## src/hdl/brc_pkg.sv

```systemverilog
`default_nettype none
// ----------------------------------------------------------------------------
// brc_pkg
// Shared types and codes of the block range coalescer: input modes, result
// status codes, the stored entry layout, the result word and the sequencer
// states.
// ----------------------------------------------------------------------------
package brc_pkg;

   // Input modes.
   localparam logic [1:0] MODE_LOAD  = 2'd0;
   localparam logic [1:0] MODE_MERGE = 2'd1;
   localparam logic [1:0] MODE_FLUSH = 2'd2;

   // Result status codes.
   localparam logic [2:0] STAT_APPENDED  = 3'd0;
   localparam logic [2:0] STAT_MERGED    = 3'd1;
   localparam logic [2:0] STAT_FULL      = 3'd2;
   localparam logic [2:0] STAT_SATURATED = 3'd3;
   localparam logic [2:0] STAT_EMITTED   = 3'd4;
   localparam logic [2:0] STAT_EMPTY     = 3'd5;

   localparam logic [31:0] LEN_MAX = 32'hFFFF_FFFF;

   // One table entry as it is held in the entry memory.
   typedef struct packed {
      logic [63:0] offset;
      logic [31:0] length;
      logic        flag;
   } entry_type;

   // One result word.
   typedef struct packed {
      logic [63:0] offset;
      logic [31:0] length;
      logic        changed;
      logic [2:0]  status;
      logic        last;
   } rslt_type;

   typedef enum logic [2:0] {
      ST_IDLE,
      ST_SCAN,
      ST_MERGE,
      ST_APPEND,
      ST_EMIT,
      ST_EMPTY
   } state_type;

endpackage
`default_nettype wire

```

## src/hdl/block_range_coalescer.sv

```systemverilog
`default_nettype none
// ----------------------------------------------------------------------------
// block_range_coalescer
// Table of block ranges held in one entry memory. Loads append ranges,
// merges extend the first entry that holds a new range's start (or append
// when none does), and a flush emits the table sorted by offset, then empties it.
// ----------------------------------------------------------------------------
//
//  Channel | Ports  | Direction | Word
//  --------+--------+-----------+---------------------------------------------
//  request | req_*  | in        | mode, range offset, length, changed mark
//  result  | rsp_*  | out       | offset, length, changed, status, last
//
// A merge scans the entry memory in insertion order at one entry a cycle
// through its one read port and stops at the first entry that matches;
// when none matches, the range is appended. A flush of n entries runs n
// minimum-search passes over the memory, each followed by emitting the
// smallest entry not yet emitted; an empty flush returns a single empty
// status word.
// Reset is synchronous and clears the entry count, the sequencer and the
// result valid; the memory needs no clearing pass because only entries below
// the count are read. The result goes to an output register, so a new request
// word is accepted while the previous result waits; the sequencer stalls only
// when it has a new result word and that register is still held by rsp_ready low.
//
module block_range_coalescer #(
   parameter int TABLE_DEPTH = 16
) (
   input  wire logic        clock,
   input  wire logic        reset,
   input  wire logic        req_valid,
   output logic             req_ready,
   input  wire logic [1:0]  req_mode,
   input  wire logic [63:0] req_range_offset,
   input  wire logic [31:0] req_range_length,
   input  wire logic        req_range_changed,
   output logic             rsp_valid,
   input  wire logic        rsp_ready,
   output logic [63:0]      rsp_out_offset,
   output logic [31:0]      rsp_out_length,
   output logic             rsp_out_changed,
   output logic [2:0]       rsp_status,
   output logic             rsp_last
);

   import brc_pkg::*;

   // Index width of the entry memory, and a count width that can hold the depth.
   localparam int IW = (TABLE_DEPTH > 1) ? $clog2(TABLE_DEPTH) : 1;
   localparam int CW = $clog2(TABLE_DEPTH + 1);

   logic          slot_free;
   logic          emit_valid;
   rslt_type      emit_word;
   logic          ram_we;
   logic [IW-1:0] ram_waddr;
   entry_type     ram_wdata;
   logic          ram_re;
   logic [IW-1:0] ram_raddr;
   entry_type     ram_rdata;
   logic [$bits(entry_type)-1:0] ram_rbits;

   logic          rsp_valid_ff, rsp_valid_in;
   rslt_type      rsp_word_ff, rsp_word_in;

   brc_engine #(
      .TABLE_DEPTH (TABLE_DEPTH),
      .IW          (IW),
      .CW          (CW)
   ) u_engine (
      .clock             (clock),
      .reset             (reset),
      .req_valid         (req_valid),
      .req_ready         (req_ready),
      .req_mode          (req_mode),
      .req_range_offset  (req_range_offset),
      .req_range_length  (req_range_length),
      .req_range_changed (req_range_changed),
      .slot_free         (slot_free),
      .emit_valid        (emit_valid),
      .emit_word         (emit_word),
      .ram_we            (ram_we),
      .ram_waddr         (ram_waddr),
      .ram_wdata         (ram_wdata),
      .ram_re            (ram_re),
      .ram_raddr         (ram_raddr),
      .ram_rdata         (ram_rdata)
   );

   // Entry memory: offset, length and changed flag of every table entry.
   brc_ram #(
      .WIDTH ($bits(entry_type)),
      .DEPTH (TABLE_DEPTH),
      .AW    (IW)
   ) u_entry_ram (
      .clock   (clock),
      .wr_en   (ram_we),
      .wr_addr (ram_waddr),
      .wr_data (ram_wdata),
      .rd_en   (ram_re),
      .rd_addr (ram_raddr),
      .rd_data (ram_rbits)
   );

   assign ram_rdata = entry_type'(ram_rbits);

   // The output register may take a new word when it is empty or being drained.
   assign slot_free = !rsp_valid_ff || rsp_ready;

   always_comb begin
      rsp_valid_in = rsp_valid_ff;
      rsp_word_in  = rsp_word_ff;
      if (emit_valid) begin
         rsp_valid_in = 1'b1;
         rsp_word_in  = emit_word;
      end else if (rsp_ready) begin
         rsp_valid_in = 1'b0;
      end
   end

   always_ff @(posedge clock) begin
      if (reset) begin
         rsp_valid_ff <= 1'b0;
      end else begin
         rsp_valid_ff <= rsp_valid_in;
      end
   end

   always_ff @(posedge clock) begin
      rsp_word_ff <= rsp_word_in;
   end

   assign rsp_valid       = rsp_valid_ff;
   assign rsp_out_offset  = rsp_word_ff.offset;
   assign rsp_out_length  = rsp_word_ff.length;
   assign rsp_out_changed = rsp_word_ff.changed;
   assign rsp_status      = rsp_word_ff.status;
   assign rsp_last        = rsp_word_ff.last;

endmodule
`default_nettype wire

```

## src/hdl/brc_ram.sv

```systemverilog
`default_nettype none
// ----------------------------------------------------------------------------
// brc_ram
// Generic single-write, single-read synchronous RAM with a registered read.
// ----------------------------------------------------------------------------
module brc_ram #(
   parameter int WIDTH = 8,
   parameter int DEPTH = 16,
   parameter int AW    = (DEPTH > 1) ? $clog2(DEPTH) : 1
) (
   input  wire logic             clock,
   input  wire logic             wr_en,
   input  wire logic [AW-1:0]    wr_addr,
   input  wire logic [WIDTH-1:0] wr_data,
   input  wire logic             rd_en,
   input  wire logic [AW-1:0]    rd_addr,
   output logic      [WIDTH-1:0] rd_data
);

   logic [WIDTH-1:0] mem_ff [DEPTH];

   always_ff @(posedge clock) begin
      if (wr_en) begin
         mem_ff[wr_addr] <= wr_data;
      end
      if (rd_en) begin
         rd_data <= mem_ff[rd_addr];
      end
   end

endmodule
`default_nettype wire

```

## src/hdl/brc_engine.sv

```systemverilog
`default_nettype none
// ----------------------------------------------------------------------------
// brc_engine
// Sequencer of the coalescer: scans the entry memory for merges, appends
// ranges, and runs repeated minimum-search passes to emit a sorted flush.
// ----------------------------------------------------------------------------
module brc_engine #(
   parameter int TABLE_DEPTH = 16,
   parameter int IW = (TABLE_DEPTH > 1) ? $clog2(TABLE_DEPTH) : 1,
   parameter int CW = $clog2(TABLE_DEPTH + 1)
) (
   input  wire logic              clock,
   input  wire logic              reset,
   input  wire logic              req_valid,
   output logic                   req_ready,
   input  wire logic [1:0]        req_mode,
   input  wire logic [63:0]       req_range_offset,
   input  wire logic [31:0]       req_range_length,
   input  wire logic              req_range_changed,
   input  wire logic              slot_free,
   output logic                   emit_valid,
   output brc_pkg::rslt_type      emit_word,
   output logic                   ram_we,
   output logic [IW-1:0]          ram_waddr,
   output brc_pkg::entry_type     ram_wdata,
   output logic                   ram_re,
   output logic [IW-1:0]          ram_raddr,
   input  wire brc_pkg::entry_type ram_rdata
);

   import brc_pkg::*;

   state_type   state_ff, state_in;
   logic [CW-1:0] cnt_ff, cnt_in;
   logic [CW-1:0] iss_ff, iss_in;
   logic        chk_vld_ff, chk_vld_in;
   logic [IW-1:0] chk_idx_ff, chk_idx_in;
   logic        is_flush_ff, is_flush_in;
   logic [63:0] off_ff, off_in;
   logic [31:0] len_ff, len_in;
   logic        chg_ff, chg_in;
   logic [IW-1:0] m_idx_ff, m_idx_in;
   entry_type   m_ent_ff, m_ent_in;
   logic [31:0] m_diff_ff, m_diff_in;
   logic        best_vld_ff, best_vld_in;
   entry_type   best_ent_ff, best_ent_in;
   logic [IW-1:0] best_idx_ff, best_idx_in;
   logic        have_prev_ff, have_prev_in;
   logic [63:0] prev_off_ff, prev_off_in;
   logic [IW-1:0] prev_idx_ff, prev_idx_in;
   logic [CW-1:0] emit_ff, emit_in;

   always_comb begin
      logic [64:0] diff;
      logic        hold;
      logic        cand;
      logic        better;
      logic [32:0] reach;
      logic [31:0] nlen;
      logic        is_last;

      state_in     = state_ff;
      cnt_in       = cnt_ff;
      iss_in       = iss_ff;
      chk_vld_in   = chk_vld_ff;
      chk_idx_in   = chk_idx_ff;
      is_flush_in  = is_flush_ff;
      off_in       = off_ff;
      len_in       = len_ff;
      chg_in       = chg_ff;
      m_idx_in     = m_idx_ff;
      m_ent_in     = m_ent_ff;
      m_diff_in    = m_diff_ff;
      best_vld_in  = best_vld_ff;
      best_ent_in  = best_ent_ff;
      best_idx_in  = best_idx_ff;
      have_prev_in = have_prev_ff;
      prev_off_in  = prev_off_ff;
      prev_idx_in  = prev_idx_ff;
      emit_in      = emit_ff;

      req_ready  = 1'b0;
      emit_valid = 1'b0;
      emit_word  = '0;
      ram_we     = 1'b0;
      ram_waddr  = cnt_ff[IW-1:0];
      ram_wdata  = '0;
      ram_re     = 1'b0;
      ram_raddr  = iss_ff[IW-1:0];

      // The entry holds the start when the exact difference is below its length.
      diff   = {1'b0, off_ff} - {1'b0, ram_rdata.offset};
      hold   = !diff[64] && (diff[63:32] == 32'd0) && (diff[31:0] < ram_rdata.length);
      // Flush order key is offset then insertion index.
      cand   = !have_prev_ff || ({ram_rdata.offset, chk_idx_ff} > {prev_off_ff, prev_idx_ff});
      better = !best_vld_ff || ({ram_rdata.offset, chk_idx_ff} < {best_ent_ff.offset, best_idx_ff});

      reach   = {1'b0, m_diff_ff} + {1'b0, len_ff};
      nlen    = reach[32] ? LEN_MAX :
                ((reach[31:0] > m_ent_ff.length) ? reach[31:0] : m_ent_ff.length);
      is_last = ((emit_ff + CW'(1)) == cnt_ff);

      case (state_ff)
         ST_IDLE: begin
            req_ready = 1'b1;
            if (req_valid) begin
               off_in      = req_range_offset;
               len_in      = req_range_length;
               chg_in      = req_range_changed;
               iss_in      = '0;
               chk_vld_in  = 1'b0;
               best_vld_in = 1'b0;
               case (req_mode)
                  MODE_LOAD: begin
                     state_in = ST_APPEND;
                  end
                  MODE_MERGE: begin
                     is_flush_in = 1'b0;
                     state_in    = ST_SCAN;
                  end
                  MODE_FLUSH: begin
                     if (cnt_ff == '0) begin
                        state_in = ST_EMPTY;
                     end else begin
                        is_flush_in  = 1'b1;
                        have_prev_in = 1'b0;
                        emit_in      = '0;
                        state_in     = ST_SCAN;
                     end
                  end
                  default: begin
                  end
               endcase
            end
         end

         ST_SCAN: begin
            if (iss_ff < cnt_ff) begin
               ram_re     = 1'b1;
               iss_in     = iss_ff + CW'(1);
               chk_vld_in = 1'b1;
               chk_idx_in = iss_ff[IW-1:0];
            end else begin
               chk_vld_in = 1'b0;
            end
            if (chk_vld_ff) begin
               if (!is_flush_ff) begin
                  if (hold) begin
                     m_idx_in  = chk_idx_ff;
                     m_ent_in  = ram_rdata;
                     m_diff_in = diff[31:0];
                     state_in  = ST_MERGE;
                  end
               end else if (cand && better) begin
                  best_vld_in = 1'b1;
                  best_ent_in = ram_rdata;
                  best_idx_in = chk_idx_ff;
               end
            end else if (iss_ff >= cnt_ff) begin
               state_in = is_flush_ff ? ST_EMIT : ST_APPEND;
            end
         end

         ST_MERGE: begin
            if (slot_free) begin
               ram_we            = 1'b1;
               ram_waddr         = m_idx_ff;
               ram_wdata.offset  = m_ent_ff.offset;
               ram_wdata.length  = nlen;
               ram_wdata.flag    = m_ent_ff.flag;
               emit_valid        = 1'b1;
               emit_word.offset  = m_ent_ff.offset;
               emit_word.length  = nlen;
               emit_word.changed = m_ent_ff.flag;
               emit_word.status  = reach[32] ? STAT_SATURATED : STAT_MERGED;
               emit_word.last    = 1'b1;
               state_in          = ST_IDLE;
            end
         end

         ST_APPEND: begin
            if (slot_free) begin
               emit_valid        = 1'b1;
               emit_word.offset  = off_ff;
               emit_word.length  = len_ff;
               emit_word.changed = chg_ff;
               emit_word.last    = 1'b1;
               if (cnt_ff == CW'(TABLE_DEPTH)) begin
                  emit_word.status = STAT_FULL;
               end else begin
                  emit_word.status = STAT_APPENDED;
                  ram_we           = 1'b1;
                  ram_wdata.offset = off_ff;
                  ram_wdata.length = len_ff;
                  ram_wdata.flag   = chg_ff;
                  cnt_in           = cnt_ff + CW'(1);
               end
               state_in = ST_IDLE;
            end
         end

         ST_EMIT: begin
            if (slot_free) begin
               emit_valid        = 1'b1;
               emit_word.offset  = best_ent_ff.offset;
               emit_word.length  = best_ent_ff.length;
               emit_word.changed = best_ent_ff.flag;
               emit_word.status  = STAT_EMITTED;
               emit_word.last    = is_last;
               have_prev_in      = 1'b1;
               prev_off_in       = best_ent_ff.offset;
               prev_idx_in       = best_idx_ff;
               emit_in           = emit_ff + CW'(1);
               if (is_last) begin
                  cnt_in   = '0;
                  state_in = ST_IDLE;
               end else begin
                  iss_in      = '0;
                  chk_vld_in  = 1'b0;
                  best_vld_in = 1'b0;
                  state_in    = ST_SCAN;
               end
            end
         end

         ST_EMPTY: begin
            if (slot_free) begin
               emit_valid       = 1'b1;
               emit_word.status = STAT_EMPTY;
               emit_word.last   = 1'b1;
               state_in         = ST_IDLE;
            end
         end

         default: begin
            state_in = ST_IDLE;
         end
      endcase
   end

   always_ff @(posedge clock) begin
      if (reset) begin
         state_ff     <= ST_IDLE;
         cnt_ff       <= '0;
         iss_ff       <= '0;
         chk_vld_ff   <= 1'b0;
         best_vld_ff  <= 1'b0;
         have_prev_ff <= 1'b0;
         emit_ff      <= '0;
      end else begin
         state_ff     <= state_in;
         cnt_ff       <= cnt_in;
         iss_ff       <= iss_in;
         chk_vld_ff   <= chk_vld_in;
         best_vld_ff  <= best_vld_in;
         have_prev_ff <= have_prev_in;
         emit_ff      <= emit_in;
      end
   end

   always_ff @(posedge clock) begin
      chk_idx_ff  <= chk_idx_in;
      is_flush_ff <= is_flush_in;
      off_ff      <= off_in;
      len_ff      <= len_in;
      chg_ff      <= chg_in;
      m_idx_ff    <= m_idx_in;
      m_ent_ff    <= m_ent_in;
      m_diff_ff   <= m_diff_in;
      best_ent_ff <= best_ent_in;
      best_idx_ff <= best_idx_in;
      prev_off_ff <= prev_off_in;
      prev_idx_ff <= prev_idx_in;
   end

endmodule
`default_nettype wire

```

## config.mk

```make
export PLATFORM = sky130hd
export DESIGN_NAME = block_range_coalescer
export DESIGN_NICKNAME = d
export VERILOG_FILES = /design/src/hdl/brc_pkg.sv /design/src/hdl/block_range_coalescer.sv /design/src/hdl/brc_ram.sv /design/src/hdl/brc_engine.sv
export SDC_FILE = /design/constraint.sdc
export NUM_CORES = 2
export LEC_CHECK = 0
export ABC_AREA = 1
export ABC_CLOCK_PERIOD_IN_PS = 14100
export BUFFER_PORTS_ARGS = -buffer_cell sky130_fd_sc_hd__buf_4
export CAP_MARGIN = 20
export CORE_MARGIN = 2
export CORE_UTILIZATION = 45
export DETAILED_ROUTE_END_ITERATION = 10
export PLACE_DENSITY = 0.71
export SYNTH_ARGS = -nofsm -noshare
export SYNTH_HDL_FRONTEND = slang
export SYNTH_SLANG_ARGS = --single-unit
```

## constraint.sdc

```tcl
create_clock -name clock -period 14.1 [get_ports clock]
set_input_delay 2.82 -clock clock [delete_from_list [all_inputs] [get_ports clock]]
set_output_delay 2.82 -clock clock [all_outputs]
set_load 0.01 [all_outputs]
```

After elaboration in Yosys (flattened, before gate mapping):

Memory sizes are Yosys's and may differ from the RTL's. A register that Yosys moved wholly into a read port is not among the register bits.
Cells that the tools add are included.

* flip-flop bits (word level): 527
* bits in writable memories: 1552
* bits of input ports: 103
* output and inout port bits: 103
* word-level logic and storage cells: 172
* memories: 1

Memory list
* u_entry_ram.mem_ff: depth 16, bits a word 97, read ports 1, clocked after memory_dff 1, wr ports 1, RTL line brc_ram.sv:20 `logic [WIDTH-1:0] mem_ff [DEPTH];`

* add/sub/neg operators: 5
* order comparisons: 6
* equality and inequality tests: 27
* muxes and demuxes: 70
* bitwise operators: 1
* reduce and logical (&&, ||, !) cells: 33

Operators with widths (number)
* 101-bit two-way mux: 3
* 97-bit two-way mux: 3
* 97-bit case mux with 3 select lines: 1
* 97-bit case mux with 2 select lines: 1
* 68-bit > comparator: 1
* 68-bit less-than comparator: 1
* 64-bit by 64-bit subtractor with 65-bit output: 1
* 32-bit two-way mux: 2
* 5-bit two-way mux: 12
* 32-bit by 32-bit adder with 33-bit output: 1
* 32-bit > comparator: 1
* 32-bit zero test: 1
* 32-bit less-than comparator: 1
* 3-bit two-way mux: 9
* 1-bit two-way mux: 23
* 5-bit case mux with 2 select lines: 2
* 2-bit inequality test (second input constant): 8
* 4-bit case mux with 4 select lines: 1
* 4-bit AND reduction: 4
* 5-bit by 1-bit adder with 5-bit output (second input constant): 3
* 5-bit case mux with 3 select lines: 1
* 5-bit AND reduction: 3
* 7-bit AND reduction: 2
* 4-bit two-way mux: 3
* other kinds (30): 54

Depth between registers and ports, before layout:

* depth in word-level cells: 8
* gate-level depth with buffers: 28
* depth with buffers taken out: 28

Hierarchy:

Synthesis repeated with hierarchy kept, for this count alone.

* cells, all modules: 10014
* area, all modules: 101325.9 um2

Modules (own cells, without submodules)
* brc_ram: times used 1, cells each 6366, area an instance 69007.4 um2
* brc_engine: times used 1, cells each 3542, area an instance 29243.0 um2
* block_range_coalescer: times used 1, cells each 106, area an instance 3075.4 um2

Worst setup path after synthesis:

OpenSTA, ideal clock, no wires.

* path kind: reg2reg
* start: register u_engine.off_ff[0]
* end: register u_engine.m_diff_ff[0], enable pin
* setup time: 0.789 ns
* arrival: 11.753 ns
* required time: 13.311 ns
* slack: 1.557 ns
* stages on the path, launching flop included: 24
* cell sequence: edfxtp_1 -> inv_1 -> ha_1 -> inv_1 -> fa_1 -> nand3_1 -> nand3_1 -> nand3_1 -> nand3_1 -> nand2_1 -> nand3_1 -> xor2_1 -> ha_1 -> nand2_1 -> nor2_1 -> nand4_1 -> a21oi_1 -> nor2_1 -> nand4_1 -> nor2_1 -> nand3_1 -> nor2_1 -> nand2_1 -> nor3_1

* longest elaborated chain between the ends: 5
* elaborated cells between the ends (all ways): 7

Ends and longest elaborated chain
* from (decl): RTL line brc_engine.sv:39 `logic [63:0] off_ff, off_in;`
* from (signal assigned): RTL line brc_engine.sv:264 `off_ff <= off_in;`
* 64-bit by 64-bit subtractor with 65-bit output *: RTL line brc_engine.sv:92 `diff = {1'b0, off_ff} - {1'b0, ram_rdata.offset};`
* parallel branches: the longest is 2 deep, another holds 32-bit less-than comparator
* 1-bit logical AND *: RTL line brc_engine.sv:93 `hold = !diff[64] && (diff[63:32] == 32'd0) && (diff[31:0] < ram_rdata.length);`
* 4-bit AND reduction (no line) *
* to (signal assigned): RTL line brc_engine.sv:269 `m_diff_ff <= m_diff_in;`
* to (decl): RTL line brc_engine.sv:44 `logic [31:0] m_diff_ff, m_diff_in;`

Mark *: on every way between the ends.
A chain may end at the register's enable or synchronous reset.

Worst setup path in the final report:

* start: input rsp_ready
* end: memory u_entry_ram.mem_ff[2][79] in the netlist's numbering, enable pin

* longest elaborated chain between the ends: 5
* elaborated cells between the ends (all ways): 8

Ends and longest elaborated chain
* from (decl): RTL line block_range_coalescer.sv:38 `input wire logic rsp_ready,`
* 1-bit logical OR *: RTL line block_range_coalescer.sv:108 `assign slot_free = !rsp_valid_ff || rsp_ready;`
* 1-bit two-way mux (on tied branches): RTL line brc_engine.sv:182, brc_engine.sv:165
* 1-bit case mux with 2 select lines: RTL line brc_engine.sv:103 `case (state_ff)`
* 1-bit two-way mux: RTL line brc_ram.sv:23 `if (wr_en) begin`
* 1-bit two-way mux (implied by the code): RTL line brc_ram.sv:24 `mem_ff[wr_addr] <= wr_data;`
* to (decl): RTL line brc_ram.sv:20

Every way passes the cells marked *; elsewhere a longest branch is shown, timed or not.

==> reports/qor.yml <==
portBuffers: 205
slew_viol_final: 0
drive_gt1_frac: 0.0894
cp_max_fo: 42
nNetsFinal: 8410
row_count: 168
syn_area_um2: 94800
seqPwrFrac: 0.471
synth_edf_count: 2154
clockPowerShare: 0.290
grt_pass1_vias: 62292
setup_viol: 0
clock-sinks: 2176
drcViolationCount: 0
grt_antenna_before_repair: 12
postSynthAreaPerCell_um2: 12.2
numCtsBuffers: 203
worstSetupEndpointType: "flip-flop"
postCtsResizedCells: 0
dr.first_iter.drc_count: 9263
hold_violations: 0
relSlewSlack: 0.164
switchingPower_uw: 6090
critPathRequiredTime_ns: 14.59
syn2layout_area_growth_pct: 12.4
synth-async-reset-ratio: 0
worst_slew_pin_slew_ns: 1.24
start_kind: "primary input"
die-area_um2: 214000
clk_latency_ns: 0.86
cp.arrival_ns: 8.08
path_clk_slew_ns: 0.06
yosys_most_used_dff: "edfxtp_1"
ctsRootBufferMaster: "clkbuf_16"
place.gp.congestion: 0.976
postRouteAntennaNets: 0
setup_tns_ns: 0
p_sw_frac: 0.326
die_h_um: 463
hold_buffers: 0
irDropWorstVdd_mv: 0.227
firstDrtPassIters: 8
ios: 206
rsz0062_at_grt: "false"
core_area_um2: 210000
wl_per_cell_um: 25.6
ys_ff_latch: 2176
fin_area_um2: 107000
place_area_um2: 100000
grt_max_degree: 207
hp-class: "reg2reg"
status: "finished, final reports clean"
dp_cells: 10594
hold_ws_ns: 0.440
overflow: 0
yosys.cell_types.count: 58
syn_nets: 8201
period_needed_ns: 7.59
track_usage: 0.255
p_leak_uw: 0.0385
stdcell_count: 10981
rrSetupSlack_ns: 7.84
routed_wl_um: 281000
vias: 64928
clockBufferDepth: 3
chipWidth_um: 463
power.density_nw_per_um2: 175
critPathKind: "in2reg"
combPwrFrac: 0.239
initial_core_util: 0.452
grt_first_pass_wirelength_um: 408000
min_period_over_period: 0.539
seq_area_frac_synth: 0.687
intPower_uw: 12600
finish.utilization: 0.509
syn_inst: 7790
cts_tree: "done"
drt-vias-per-instance: 5.91
yosysWarnings: 0
htreeDepth: 4
post_cts_buffers: 0
dp.final_hpwl_um: 175000
cap_violations: 0
skew_ns: 0.0271
fmaxAchievable_ghz: 0.132
-- cell usage after synthesis, drive strengths merged, types with 10 or more instances --
master	count	share of area
mux2i	162	0.017
o21ai	555	0.029
a21oi	254	0.013
a31oi	10	0.00066
dfxtp	22	0.0046
o211ai	113	0.0089
nor2	1110	0.044
edfxtp	2154	0.68
o21bai	10	0.00079
clkbuf	304	0.012
xnor2	22	0.0020
o221ai	166	0.015
ha	306	0.040
nand2	1153	0.046
inv	640	0.025
nand4	51	0.0034
nand3	320	0.017
buf	45	0.0022
nor4	11	0.00073
nor3	41	0.0028
xor2	50	0.0046
o32ai	226	0.021
-- cell type report --
cell class | count | area, um2
clock buffer | 251 | 5300
multi-input combinational | 4622 | 26100
tap | 2805 | 3510
fill | 17484 | 103000
sequential | 2176 | 65100
inverter | 643 | 2430
antenna | 3 | 7.51
clock inverter | 128 | 1230
timing repair buffer | 353 | 2870
-- cells by family after synthesis --
family                     count (synthesis)  synth area share
AOI/OAI and AO/OA                       1370            0.0926
and+or+nand+nor                         2710             0.116
DFF                                     2176             0.687
muxes                                    162            0.0171
buffers and inverters                    992            0.0397
xor gates and xnor gates                  72           0.00665
adders and majority gates                308            0.0408
-- sequential cells by signal, indices dropped and copies added (netlist names), 4 cells and up --
name,flops
u_engine.m_diff_ff,32
u_engine.prev_idx_ff,4
u_engine.off_ff,64
u_entry_ram.mem_ff,1552
u_entry_ram.rd_data,97
u_engine.iss_ff,5
u_engine.m_idx_ff,4
u_engine.cnt_ff,5
u_engine.best_ent_ff,97
u_engine.m_ent_ff,97
u_engine.best_idx_ff,4
u_engine.emit_ff,5
u_engine.prev_off_ff,64
u_engine.chk_idx_ff,4
rsp_out_offset,64
u_engine.len_ff,32
rsp_out_length,32
-- critical path, cell delays in order --
cell and delay, ns:
buf_4 0.11, nor2_1 0.55, clkinv_1 0.17, buf_4 0.31, nand2_1 0.13, buf_4 0.36
clkinv_2 0.46, buf_4 0.46, o21ai_0 0.49, nand3_1 0.42, nor2_4 0.86, buf_4 0.82
-- through the flow --
stage / total power [uW] / worst slack, ns
floorplan: 11300 / 1.56
global placement: 13100 / 5.63
detailed placement: 13300 / 5.86
CTS: 18600 / 6.74
global route: 19300 / 6.45
finish: 18600 / 6.51
-- power groups by stage --
stage / clock network, uW / logic, uW / registers, uW
floorplan: 0 / 2480 / 8780
global placement: 0 / 4230 / 8900
detailed placement: 0 / 4350 / 8900
CTS: 5450 / 4370 / 8770
global route: 5690 / 4810 / 8790
finish: 5400 / 4460 / 8780
-- per-layer routing --
layer | wire [um] | GRT usage
met4 | 13800 | 0.118
met2 | 127000 | 0.394
met5 | 86 | 0
met3 | 31500 | 0.0540
met1 | 108000 | 0.345
-- placed cells by master, fill, tap and decap left out, types with 30 or more instances in the layout --
| cell type | synthesis | routed |
|---|---|---|
| o21ai_0 | 546 | 543 |
| inv_1 | 633 | 628 |
| mux2i_1 | 162 | 162 |
| clkbuf_16 | 0 | 205 |
| edfxtp_1 | 2154 | 2154 |
| nand3_1 | 314 | 314 |
| o211ai_1 | 113 | 113 |
| ha_1 | 306 | 306 |
| xor2_1 | 50 | 50 |
| clkinv_2 | 0 | 36 |
| o32ai_1 | 226 | 226 |
| clkinv_1 | 3 | 55 |
| nor3_1 | 31 | 30 |
| clkbuf_1 | 304 | 46 |
| nand2_1 | 1140 | 1139 |
| buf_4 | 5 | 324 |
| nor2_1 | 1093 | 1072 |
| o221ai_1 | 166 | 166 |
| a21oi_1 | 253 | 252 |
| nand4_1 | 51 | 51 |
-- final timing paths --
kind	from	end	cells after the start
hold / removal	u_engine.best_ent_ff[59]	u_engine.prev_off_ff[26]	0
hold reg to reg	u_engine.best_ent_ff[59]	u_engine.prev_off_ff[26]	0
setup reg to reg	u_engine.len_ff[0]	u_entry_ram.mem_ff[7][28]	25
setup / recovery	rsp_ready	u_entry_ram.mem_ff[2][79]	12
Power figures use the tool's default switching activity.
